**config.mk**
```make
export PLATFORM = sky130hd
export DESIGN_NAME = integer_to_ascii_digits
export DESIGN_NICKNAME = d
export VERILOG_FILES = /design/src/rtl/itad_pkg.sv /design/src/rtl/integer_to_ascii_digits.sv
export VERILOG_INCLUDE_DIRS = /design/src /design/src/rtl
export SDC_FILE = /design/constraint.sdc
export NUM_CORES = 1
export LEC_CHECK = 0
export BUFFER_PORTS_ARGS = -buffer_cell sky130_fd_sc_hd__buf_2
export CORE_ASPECT_RATIO = 1.4
export CORE_MARGIN = 3
export CORE_UTILIZATION = 50
export DETAILED_ROUTE_END_ITERATION = 16
export GPL_TIMING_DRIVEN = 0
export PLACE_DENSITY_LB_ADDON = 0.08
export SYNTH_ARGS = -nofsm -noshare
export SYNTH_HDL_FRONTEND = slang
export SYNTH_SLANG_ARGS = --single-unit
```
**constraint.sdc**
```tcl
create_clock -name aclk -period 10.29 [get_ports aclk]
set_input_delay 0.5145 -clock aclk [delete_from_list [all_inputs] [get_ports aclk]]
set_output_delay 0.5145 -clock aclk [all_outputs]
set_load 0.005 [all_outputs]
```
**src/rtl/integer_to_ascii_digits_assert.svh**
```systemverilog
// ---------------------------------------------------------------------------
// Assertion macros for the integer to ASCII digits converter
// Clocked on aclk and disabled while aresetn is low.
// ---------------------------------------------------------------------------
`ifndef INTEGER_TO_ASCII_DIGITS_ASSERT_SVH
`define INTEGER_TO_ASCII_DIGITS_ASSERT_SVH

// Same-cycle implication.
`define ITAD_ASSERT_IMPLIES(label, cond, cons, msg) \
    label: assert property (@(posedge aclk) disable iff (!aresetn) \
        (cond) |-> (cons)) else $error(msg);

// Next-cycle implication.
`define ITAD_ASSERT_NEXT(label, cond, cons, msg) \
    label: assert property (@(posedge aclk) disable iff (!aresetn) \
        (cond) |=> (cons)) else $error(msg);

`endif

```
**src/rtl/itad_pkg.sv**
```systemverilog
// ---------------------------------------------------------------------------
// itad_pkg
// Word types, mode codes and character constants of the integer to ASCII
// digits converter.
// ---------------------------------------------------------------------------
package itad_pkg;

    typedef struct packed {
        logic [63:0] value;
        logic [1:0]  mode;
    } in_word_t;

    typedef struct packed {
        logic [7:0] char_out;
        logic       last_char;
    } out_word_t;

    localparam logic [1:0] MODE_HEX  = 2'd0;
    localparam logic [1:0] MODE_UDEC = 2'd1;
    localparam logic [1:0] MODE_SDEC = 2'd2;

    localparam logic [7:0] CHAR_ZERO  = 8'h30;
    localparam logic [7:0] CHAR_A     = 8'h41;
    localparam logic [7:0] CHAR_H     = 8'h48;
    localparam logic [7:0] CHAR_MINUS = 8'h2D;

    // Upper-case glyph of one hexadecimal or decimal digit.
    function automatic logic [7:0] digit_glyph(input logic [3:0] d);
        logic [7:0] g;
        if (d < 4'd10) begin
            g = CHAR_ZERO + {4'd0, d};
        end else begin
            g = CHAR_A + {4'd0, d} - 8'd10;
        end
        return g;
    endfunction

endpackage

```
**src/rtl/integer_to_ascii_digits.sv**
```systemverilog
// ---------------------------------------------------------------------------
// integer_to_ascii_digits
// Converts one number per word into its ASCII text, hexadecimal with an H
// suffix, unsigned decimal or signed decimal, one character per output word.
// ---------------------------------------------------------------------------
// Channel   Direction  Word        Contents
// s_        in         in_word_t   value, mode
// m_        out        out_word_t  char_out, last_char
//
// A decimal word is shifted through the shift-and-add-3 converter, one bit
// per cycle, then a negative one sends a minus sign; leading zero digits are
// skipped, then the digits go out one per word; a hexadecimal word goes straight
// to the digit shifter. A word is taken only while the converter is idle;
// mode 3 is dropped. Characters wait in the output register while m_ready
// is low. Reset is synchronous on aresetn and leaves the block idle.
// ---------------------------------------------------------------------------
module integer_to_ascii_digits
    import itad_pkg::*;
#(
    parameter int VALUE_WIDTH = 64
) (
    input  logic      aclk,
    input  logic      aresetn,
    input  logic      s_valid,
    output logic      s_ready,
    input  in_word_t  s_data,
    output logic      m_valid,
    input  logic      m_ready,
    output out_word_t m_data
);

    localparam int NDIG = (VALUE_WIDTH * 1233) / 4096 + 1;
    localparam int BW   = 4 * NDIG;
    localparam int CW   = $clog2(VALUE_WIDTH + 1);
    localparam int RW   = $clog2(NDIG + 1);

    localparam logic [2:0] S_IDLE   = 3'd0;
    localparam logic [2:0] S_CONV   = 3'd1;
    localparam logic [2:0] S_SIGN   = 3'd2;
    localparam logic [2:0] S_SKIP   = 3'd3;
    localparam logic [2:0] S_EMIT   = 3'd4;
    localparam logic [2:0] S_SUFFIX = 3'd5;

    logic [2:0]             state_reg, state_next;
    logic [VALUE_WIDTH-1:0] bin_reg, bin_next;
    logic [BW-1:0]          bcd_reg, bcd_next;
    logic [CW-1:0]          cnt_reg, cnt_next;
    logic [RW-1:0]          rem_reg, rem_next;
    logic                   neg_reg, neg_next;
    logic                   hex_reg, hex_next;
    logic                   m_valid_reg, m_valid_next;
    out_word_t              m_data_reg, m_data_next;

    logic [VALUE_WIDTH-1:0] in_v;
    logic                   in_neg;
    logic [VALUE_WIDTH-1:0] in_mag;
    logic [BW-1:0]          dab;
    logic [3:0]             top_digit;
    logic                   out_free;
    logic                   digit_phase;
    logic                   dec_phase;
    logic                   minus_out;
    logic                   suffix_go;
    logic                   suffix_out;

    assign in_v      = s_data.value[VALUE_WIDTH-1:0];
    assign in_neg    = (s_data.mode == MODE_SDEC) && in_v[VALUE_WIDTH-1];
    assign in_mag    = in_neg ? (~in_v + VALUE_WIDTH'(1)) : in_v;
    assign top_digit = bcd_reg[BW-1 -: 4];
    assign out_free  = !m_valid_reg || m_ready;

    assign s_ready = (state_reg == S_IDLE);
    assign m_valid = m_valid_reg;
    assign m_data  = m_data_reg;

    always_comb begin
        dab = bcd_reg;
        for (int i = 0; i < NDIG; i++) begin
            if (bcd_reg[4*i +: 4] >= 4'd5) begin
                dab[4*i +: 4] = bcd_reg[4*i +: 4] + 4'd3;
            end
        end
    end

    always_comb begin
        state_next   = state_reg;
        bin_next     = bin_reg;
        bcd_next     = bcd_reg;
        cnt_next     = cnt_reg;
        rem_next     = rem_reg;
        neg_next     = neg_reg;
        hex_next     = hex_reg;
        m_valid_next = m_valid_reg;
        m_data_next  = m_data_reg;

        if (m_valid_reg && m_ready) begin
            m_valid_next = 1'b0;
        end

        unique case (state_reg)
            S_IDLE: begin
                if (s_valid) begin
                    bin_next = in_mag;
                    neg_next = in_neg;
                    rem_next = RW'(NDIG);
                    cnt_next = CW'(VALUE_WIDTH);
                    if (s_data.mode == MODE_HEX) begin
                        hex_next   = 1'b1;
                        bcd_next   = {{(BW - VALUE_WIDTH){1'b0}}, in_v};
                        state_next = S_SKIP;
                    end else if (s_data.mode == MODE_UDEC || s_data.mode == MODE_SDEC) begin
                        hex_next   = 1'b0;
                        bcd_next   = '0;
                        state_next = S_CONV;
                    end
                end
            end
            S_CONV: begin
                bcd_next = {dab[BW-2:0], bin_reg[VALUE_WIDTH-1]};
                bin_next = {bin_reg[VALUE_WIDTH-2:0], 1'b0};
                cnt_next = cnt_reg - CW'(1);
                if (cnt_reg == CW'(1)) begin
                    state_next = neg_reg ? S_SIGN : S_SKIP;
                end
            end
            S_SIGN: begin
                if (out_free) begin
                    m_valid_next          = 1'b1;
                    m_data_next.char_out  = CHAR_MINUS;
                    m_data_next.last_char = 1'b0;
                    state_next            = S_SKIP;
                end
            end
            S_SKIP: begin
                if (top_digit == 4'd0 && rem_reg != RW'(1)) begin
                    bcd_next = {bcd_reg[BW-5:0], 4'd0};
                    rem_next = rem_reg - RW'(1);
                end else begin
                    state_next = S_EMIT;
                end
            end
            S_EMIT: begin
                if (out_free) begin
                    m_valid_next          = 1'b1;
                    m_data_next.char_out  = digit_glyph(top_digit);
                    m_data_next.last_char = (rem_reg == RW'(1)) && !hex_reg;
                    bcd_next              = {bcd_reg[BW-5:0], 4'd0};
                    rem_next              = rem_reg - RW'(1);
                    if (rem_reg == RW'(1)) begin
                        state_next = hex_reg ? S_SUFFIX : S_IDLE;
                    end
                end
            end
            S_SUFFIX: begin
                if (out_free) begin
                    m_valid_next          = 1'b1;
                    m_data_next.char_out  = CHAR_H;
                    m_data_next.last_char = 1'b1;
                    state_next            = S_IDLE;
                end
            end
            default: begin
                state_next = S_IDLE;
            end
        endcase
    end

    always_ff @(posedge aclk) begin
        if (!aresetn) begin
            state_reg   <= S_IDLE;
            m_valid_reg <= 1'b0;
        end else begin
            state_reg   <= state_next;
            m_valid_reg <= m_valid_next;
        end
        bin_reg    <= bin_next;
        bcd_reg    <= bcd_next;
        cnt_reg    <= cnt_next;
        rem_reg    <= rem_next;
        neg_reg    <= neg_next;
        hex_reg    <= hex_next;
        m_data_reg <= m_data_next;
    end

    assign digit_phase = (state_reg == S_SKIP) || (state_reg == S_EMIT);
    assign dec_phase   = digit_phase && !hex_reg;
    assign minus_out   = m_valid_reg && (m_data_reg.char_out == CHAR_MINUS);
    assign suffix_go   = (state_reg == S_SUFFIX) && out_free;
    assign suffix_out  = m_valid_reg && m_data_reg.last_char && (m_data_reg.char_out == CHAR_H);

`include "integer_to_ascii_digits_assert.svh"

    `ITAD_ASSERT_IMPLIES(a_rem_nonzero, digit_phase, rem_reg != '0, "digit count ran out")
    `ITAD_ASSERT_IMPLIES(a_bcd_digit, dec_phase, top_digit <= 4'd9, "decimal digit above nine")
    `ITAD_ASSERT_IMPLIES(a_minus_not_last, minus_out, !m_data_reg.last_char, "sign marked as last")
    `ITAD_ASSERT_NEXT(a_suffix_last, suffix_go, suffix_out, "suffix not sent last")

endmodule

```
==> flow_summary.yaml, run 1 <==
yosys:
  synth.cell_area_um2: 10900
  yosysWarnings: 0
  synthTopCellsByArea: "edfxtp_1, ha_1, o21ai_0, a21oi_1, xnor2_1"
  synth_flop_cell: "edfxtp_1"
  yosys.area.top_type: "edfxtp_1"
  synth.distinct_cells: 54
  async_reset_ff_share_pct: 0
  synth_cells: 1149
  synth_top_area_share_pct: 45.9
  avgSynthCellArea_um2: 9.45
  synth_edf_count: 166
  synth_nets: 1268
  ys_ff_latch: 170
  synth_seq_area_share_pct: 46.7
pwr:
  leakage_nw: 4.35
  ir_worst_vdd_uv: 143
  powerDensity_nw_per_um2: 330
final_layout:
  final_cell_mix: "edfxtp_1, o21ai_0, nor2_1"
  areaGrowthSynthToFinish_pct: 13.4
  nets: 1367
  drive_gt1_share_pct: 9.99
  instances_no_fill: 1522
  final_common_cell: "edfxtp_1"
  largest_reg_flops: 80
placement:
  numPlacedInstances: 1489
  gp_congestion: 0.916
  numPortBuffers: 74
  hpwlAfterDp_mm: 24.8
timing:
  worstMarginPinSlew_ns: 1.02
  period_minus_slack_ns: 3.73
  final-hold-violation-count: 0
  fin_crit_sh_pct: 36.2
  fin_skew_ns: 0.0112
  finalMaxSlewViolations: 0
  setup_violations: 0
  slew_headroom_pct: 32.3
  rsz0062_at_grt: "no"
  fin_setup_tns_ns: 0
  fmax_mhz: 268
die:
  die_x_um: 131
  coreArea_um2: 21300
  io_pins: 81
  initial_core_util_pct: 51.0
  die_area_um2: 23500
  rows: 63
  die_y_um: 180
clock_network:
  cts_setup_buffers: 0
  tritoncts: "yes"
  clock_latency_ns: 0.45
  clock_tree.root_cell: "clkbuf_16"
  clockBufferDepth: 2
  htree_levels: 4
  cts_sinks: 170
  clk_pin_slew_ns: 0.07
  cts_hold_repair.buffers: 0
  cts.repair.resized: 0
  cts_made_buffers: 17
global_route:
  antenna_found_initial: 1
  grt_pass1_vias: 9232
  grt_pass1_wl_mm: 51.7
  grt_usage_pct: 28.9
  grt_overflow_total: 0
  grt_max_degree: 47
route:
  dr_total_vias: 9554
  post_drt_wl_per_cell_um: 22.2
  drc: 0
  routed_wl_mm: 33.9
  ant_nets: 0
  vias_per_cell: 6.28
  dr.pass1.iters: 5
  drt_iter0_drc: 993
status:
  status: "completed"
job:
  max_cap_viol_count: 0
setup_path:
  worst-path-max-fanout: 46
  reg2reg_depth: 9
  worstSetupStartpointType: "register"
  r2r_setup_slack_ns: 6.56
  path_class: "register to register"
  crit_path_end_kind: "register"
  r2r-start: "state_reg[0]"
  cp.required_ns: 10.45
  cp.arrival_ns: 3.89
  r2r-end: "bin_reg[36]"
hold_path:
  min_to: "state_reg[0]"
  min_from: "aresetn"
  min_path_cells: 2
  min_path_type: "primary input to register"
[through the flow]
stage | power (mW) | utilization (%) | hold slack (ns) | setup WS (ns) | cell area, µm²
floorplan | 2.76 | - | 0.496 | 4.73 | 10900
global placement | 3.30 | 54.3 | 0.501 | 2.58 | 11500
detailed placement | 3.38 | 55.1 | 0.508 | 6.60 | 11700
CTS | 4.05 | 57.8 | 0.349 | 6.58 | 12300
global route | 4.34 | 57.9 | 0.345 | 6.28 | 12300
finish | 4.06 | 57.9 | 0.369 | 6.56 | 12300
[cell families after synthesis]
| logic type | synth area share, % |
|---|---|
| DFF | 46.7 |
| AOI/OAI and AO/OA | 20.0 |
| xor gates and xnor gates | 7.10 |
| buffers and inverters | 4.05 |
| and+or+nand+nor | 16.5 |
| adders and majority gates | 5.65 |
| other | 0.0345 |
[worst max-delay path by stage]
stage / startpoint / to / depth (start not counted)
global route: state_reg[0] / bin_reg[37] / 9
global placement: rem_reg[0] / bcd_reg[34] / 6
CTS: state_reg[0] / bin_reg[54] / 9
floorplan: rem_reg[0] / bcd_reg[0] / 6
finish: state_reg[0] / bin_reg[36] / 9
detailed placement: state_reg[0] / bin_reg[30] / 9
[power breakdown]
part / internal (mW) / switching [mW]
Clock: 0.364 / 0.302
Combinational: 0.662 / 1.16
Sequential: 1.33 / 0.247
[area by class of cell]
class	count	area, µm²
clock buffer	18	429
buffer	57	225
tap	260	325
antenna	1	2.50
multi-input combinational	865	5370
sequential	170	5060
timing repair buffer	80	519
clock inverter	14	159
fill	1917	8970
inverter	57	214
[routing by layer]
layer | up-vias | track usage, % | part of all wire [%] | wire [µm]
met3 | 94 | 5.28 | 8.5 | 2890
li1 | 4433 | - | - | -
met4 | 0 | 12.7 | 4.5 | 1540
met1 | 4553 | 36.7 | 38 | 13000
met2 | 474 | 47.8 | 48 | 16400
met5 | - | 0 | 0 | 0
[cell usage after synthesis, drive strengths merged (2+ instances only)]
| cell | count |
|---|---|
| edfxtp | 166 |
| o21ai | 123 |
| a21oi | 119 |
| nor2 | 119 |
| nand2 | 111 |
| xnor2 | 60 |
| inv | 56 |
| ha | 49 |
| clkbuf | 48 |
| a22oi | 33 |
| nor3 | 30 |
| a221o | 29 |
| xor2 | 28 |
| nand2b | 23 |
| nor3b | 22 |
| nor4 | 21 |
| or3 | 12 |
| a31oi | 11 |
| buf | 9 |
| o31ai | 8 |
| a41oi | 6 |
| nand3 | 6 |
| nand4 | 6 |
| o41ai | 5 |
| dfxtp | 4 |
| nor2b | 4 |
| o22ai | 4 |
| o32ai | 4 |
| a21o | 3 |
| and3 | 3 |
| nand3b | 3 |
| o211ai | 3 |
| or4 | 3 |
| a22o | 2 |
| o311a | 2 |
| o31a | 2 |
| or2 | 2 |
[critical path, cell delays in order (launching register included)]
cell and delay (ns):
dfxtp_1 0.30, clkbuf_1 0.19, inv_1 0.24, or3_1 0.15
clkbuf_1 0.26, clkbuf_1 0.42, clkbuf_1 0.66, buf_1 0.48
nand2_4 0.37, buf_16 0.31
Note: power is estimated with default switching activity, not from simulation.
==> run 2, diff against run 1 <==
- ABC_AREA: unset -> 1
- clock period: 10.29 -> 3.6 ns (I/O delays scaled with it)
==> run 2 against run 1 <==
  * Final area up 8.0%
  * Total power grew to 2.8 times the previous value
  * Clock power increased to 2.8 times the previous value
  * Wire length grew 11%
  * Synthesized cell count rose by 28%
  * Core utilization up 0.32 points
  * Largest cell class unchanged
==> flow_summary.yaml, run 2 <==
timing:
  final-hold-violation-count: 0
  slew_headroom_pct: 36.3
  rsz0062_at_grt: "no"
  fin_setup_tns_ns: 0
  whs_ns: 0.0237
  fin_crit_sh_pct: 77.5
  fin_skew_ns: 0.00919
  worstMarginPinSlew_ns: 0.953
  period_minus_slack_ns: 2.79
  finalMaxSlewViolations: 0
  setup_violations: 0
  finalWorstSetupSlack_ns: 0.810
  fmax_mhz: 358
setup_path:
  cp.required_ns: 3.75
  crit_path_start: "state_reg[2]"
  slowest_stage: "nor3_4"
  worstSetupStartpointType: "register"
  worst-path-max-fanout: 18
  cp_cell_sequence: "inv_1 > nand2_1 > inv_1 > nand2_1 > o21ai_0 > nor3_4 > buf_8 > buf_8 > buf_16"
  crit_path_end_kind: "register"
  path_class: "register to register"
  critical-path-max-stage-delay_ns: 0.75
  r2r-start: "state_reg[2]"
  cp.arrival_ns: 2.94
final_layout:
  utilization_pct: 58.2
  final_cell_area_um2: 13300
  nets: 1690
  final_common_cell: "nand2_1"
  fillers: 2158
  largest_reg_flops: 80
  drive_gt1_share_pct: 13.9
  final_cell_mix: "nand2_1, inv_1, edfxtp_1"
  instances_no_fill: 1885
  areaGrowthSynthToFinish_pct: 13.0
  antenna_cells: 0
yosys:
  async_reset_ff_share_pct: 0
  synth_seq_area_share_pct: 43.1
  ys_top_cells_by_count: "nand2_1, inv_1, edfxtp_1, nor2_1, o21ai_0"
  synth.distinct_cells: 48
  synth_nets: 1584
  post-synth-top-count-cell: "nand2_1"
  synth_flop_cell: "edfxtp_1"
  ys_ff_latch: 170
  avgSynthCellArea_um2: 8.03
  synth_edf_count: 166
  synth_cells: 1465
  yosys.area.top_type: "edfxtp_1"
  synthTopCellsByArea: "edfxtp_1, nand2_1, o21ai_0, inv_1, ha_1"
  yosysWarnings: 0
  synth.cell_area_um2: 11800
  synth_top_area_share_pct: 42.4
die:
  die_area_um2: 25400
  initial_core_util_pct: 51.5
  die_y_um: 187
  rows: 65
  io_pins: 81
  die_x_um: 136
  coreArea_um2: 22900
placement:
  hpwlAfterDp_mm: 29.2
  place_area_um2: 12700
  numPlacedInstances: 1852
  pre_cts_slack_ns: 0.819
  numPortBuffers: 79
  gp_congestion: 0.971
clock_network:
  clockBufferDepth: 2
  cts_sinks: 170
  tritoncts: "yes"
  clock_latency_ns: 0.44
  cts_made_buffers: 17
  cts_setup_buffers: 0
  htree_levels: 4
  clock_tree.root_cell: "clkbuf_16"
  clk_pin_slew_ns: 0.07
route:
  vias_per_cell: 5.68
  drc: 0
  drt_iter0_drc: 887
  ant_nets: 0
  post_drt_wl_per_cell_um: 19.9
  dr_total_vias: 10701
  dr.pass1.iters: 6
  routed_wl_mm: 37.5
global_route:
  grt_max_degree: 33
  grt_usage_pct: 29.5
  antenna_found_initial: 0
  grt_pass1_vias: 10387
  grt_overflow_total: 0
  grt_pass1_wl_mm: 56.7
hold_path:
  min_from: "s_data[2]"
  min_path_type: "primary input to register"
pwr:
  leakage_nw: 5.63
  ir_worst_vdd_uv: 411
  powerDensity_nw_per_um2: 867
  fin_total_pwr_mw: 11.5
status:
  status: "completed"
job:
  max_cap_viol_count: 0
[run 2: cell types whose count changed after synthesis, sizes merged, moves of 23 or more]
| cell | before | now |
|---|---|---|
| nand2 | 111 | 378 |
| inv | 56 | 180 |
| nand3 | 6 | 123 |
| a21oi | 119 | 50 |
| xnor2 | 60 | 8 |
| o221ai | 1 | 46 |
| clkbuf | 48 | 4 |
| nor2 | 119 | 161 |
| buf | 9 | 41 |
| a221o | 29 | 0 |
| o21ai | 123 | 152 |
| nor3 | 30 | 4 |
| a22oi | 33 | 9 |
| nand2b | 23 | 0 |
[run 2: logic make-up (layout without fill, tap and decap cells)]
kind of cell / Yosys count / in the layout / synth area share, %
fa+ha+maj: 49 / 49 / 5.21
other cells: 1 / 1 / 0.0319
xor+xnor: 37 / 37 / 2.76
simple gates: 693 / 693 / 24.8
flops: 170 / 170 / 43.1
compound gates: 290 / 290 / 16.1
buf+inv: 225 / 344 / 8.04
[run 2: what timing repair did]
item	CTS	global route
hold endpoints to repair	3	0
hold buffers	1	0
gates resized for setup	0	0
[run 2: final timing paths]
path | cells after the start | to | slack (ns)
worst max-delay path | 9 | bcd_reg[7] | 0.81
worst min-delay path | 3 | bin_reg[0] | 0.02
worst max register to register | 9 | bcd_reg[7] | 0.81
worst min register to register | 2 | bin_reg[32] | 0.52
[run 2: worst max-delay path, delay by kind of cell, from the launching register on]
family / cells / cell delay [ns]
AOI/OAI and AO/OA: 1 / 0.14
buffers and inverters: 5 / 0.85
DFF: 1 / 0.43
and+or+nand+nor: 3 / 1.06
[run 2: per-layer routing]
| metal | GRT usage, % | share of wire, % |
|---|---|---|
| met3 | 4.68 | 6.4 |
| met1 | 35.6 | 39 |
| met2 | 50.9 | 50 |
| met4 | 13.8 | 4.7 |
| met5 | 0 | 0 |
[run 2: power breakdown]
group / total (mW) / internal, mW / switching [mW] / leakage, nW
clock network: 1.88 / 1.03 / 0.849 / 0.281
registers: 4.29 / 3.75 / 0.542 / 1.67
logic: 5.36 / 1.75 / 3.61 / 3.68
total: 11.5 / 6.53 / 5.00 / 5.63
[run 2: final cells by class]
class | instances | area, µm² | share of cell area (%)
Multi-Input combinational cell | 1070 | 5770 | 43.4
Buffer | 45 | 268 | 2.01
Clock buffer | 17 | 425 | 3.20
Inverter | 180 | 678 | 5.10
Tap cell | 301 | 377 | 2.83
Timing Repair Buffer | 87 | 546 | 4.10
Clock inverter | 15 | 163 | 1.22
Sequential cell | 170 | 5060 | 38.1
==> run 3, diff against run 2 <==
- clock period: 3.6 -> 2.9 ns (I/O delays scaled with it)
==> run 3 against run 2 <==
  * Fmax up 13%
  * Combinational power up 26%
  * Final cell count unchanged
  * Register-to-register slack worse by 0.39 ns
  * Clock-buffer cell count up 2
  * Clock skew up 0.0022 ns
  * Non-clock buffer count unchanged
  * Via count up 1.5%
  * First-iteration DRC count up 8.5%
  * Core utilization about the same
  * Clock power up 14%
  * Critical path type unchanged
==> flow_summary.yaml, run 3 (synthesis gave the netlist of run 2 again) <==
setup_path:
  worst-path-max-fanout: 33
  r2r-end: "bin_reg[28]"
  crit_path_start: "state_reg[0]"
  r2r-start: "state_reg[0]"
  r2r_setup_slack_ns: 0.42
  cp.arrival_ns: 2.62
  worstSetupStartpointType: "register"
  path_class: "register to register"
  crit_path_end_kind: "register"
  cp.required_ns: 3.04
  reg2reg_depth: 7
hold_path:
  min_path_cells: 3
  min_path_type: "primary input to register"
  min_from: "s_data[2]"
  min_to: "bin_reg[0]"
die:
  coreArea_um2: 22900
  rows: 65
  initial_core_util_pct: 51.5
  io_pins: 81
  die_area_um2: 25400
  die_x_um: 136
  die_y_um: 187
final_layout:
  final_common_cell: "nand2_1"
  fillers: 2101
  nets: 1690
  multi_input_area_um2: 5820
  utilization_pct: 58.2
  final_cell_mix: "nand2_1, inv_1, edfxtp_1"
  ff_latch_area_um2: 5070
  antenna_cells: 0
  largest_reg_flops: 80
  drive_gt1_share_pct: 14.3
  areaGrowthSynthToFinish_pct: 13.1
clock_network:
  cts_setup_buffers: 0
  cts.repair.resized: 0
  clk_pin_slew_ns: 0.07
  cts_made_buffers: 17
  htree_levels: 4
  clockBufferDepth: 2
  clock_latency_ns: 0.45
  clock_tree.root_cell: "clkbuf_16"
  cts_hold_repair.buffers: 1
  tritoncts: "yes"
  cts_sinks: 170
route:
  vias_per_cell: 5.76
  routed_wl_mm: 38.2
  drc: 0
  ant_nets: 0
  dr.pass1.iters: 5
  post_drt_wl_per_cell_um: 20.3
  drt_iter0_drc: 962
  dr_total_vias: 10861
placement:
  hpwlAfterDp_mm: 29.9
  numPortBuffers: 79
  gp_congestion: 0.952
timing:
  slew_headroom_pct: 48.3
  fin_setup_tns_ns: 0
  final-hold-violation-count: 0
  fin_skew_ns: 0.0114
  rsz0062_at_grt: "no"
  period_minus_slack_ns: 2.48
  worstMarginPinSlew_ns: 0.768
  setup_violations: 0
  fin_crit_sh_pct: 85.5
  fmax_mhz: 404
  finalMaxSlewViolations: 0
global_route:
  grt_max_degree: 34
  grt_pass1_wl_mm: 58.3
  grt_overflow_total: 0
  antenna_found_initial: 0
  grt_usage_pct: 30.2
  grt_pass1_vias: 10602
pwr:
  powerDensity_nw_per_um2: 1070
  ir_worst_vdd_uv: 570
  fin_total_pwr_mw: 14.2
  leakage_nw: 5.61
status:
  status: "completed"
job:
  max_cap_viol_count: 0
==> run 3: layer usage <==
layer	vias to the layer above	share of wire, %	global-route usage [%]	wire (µm)
met5	-	0	0	0
met4	0	5.6	16.0	2160
met3	107	7.1	5.06	2700
met2	457	49	50.5	18600
met1	5076	39	37.0	14800
li1	5221	-	-	-
==> run 3: worst max path at each step <==
stage                     slack [ns]           to
final                           0.42  bin_reg[28]
after global routing            0.35  bin_reg[28]
after CTS                       0.42  bin_reg[28]
after detailed placement        0.42  bin_reg[24]
after global placement         -1.44  bcd_reg[14]
after floorplan                -0.25   bcd_reg[0]
==> run 3: area by class of cell <==
class	instances	area share, %
timing repair buffer	87	4.19
clock buffer	19	3.25
sequential	170	38.1
buffer	45	2.01
clock inverter	13	0.724
tap	301	2.83
inverter	180	5.10
multi-input combinational	1070	43.7
==> run 3: critical path, stage by stage, from the launching register on <==
cell	delay (ns)
dfxtp_4	0.39
inv_2	0.05
nor3_2	0.40
buf_4	0.31
inv_2	0.16
buf_2	0.28
o21ai_4	0.27
buf_12	0.27
==> run 3: where the power goes <==
part | total, mW | internal [mW] | switching (mW)
logic | 6.74 | 2.23 | 4.51
registers | 5.35 | 4.66 | 0.688
clock network | 2.15 | 1.10 | 1.05
==> run 3: per-stage QoR <==
step	area (µm²)	setup WS, ns	hold slack [ns]	std cells
final	13300	0.422	0.0285	1885
after global routing	13300	0.345	0.0187	1885
after CTS	13300	0.417	0.0201	1885
after detailed placement	12800	0.416	0.408	1852
after global placement	12600	-1.44	0.403	1845
after floorplan	11800	-0.252	0.256	1465
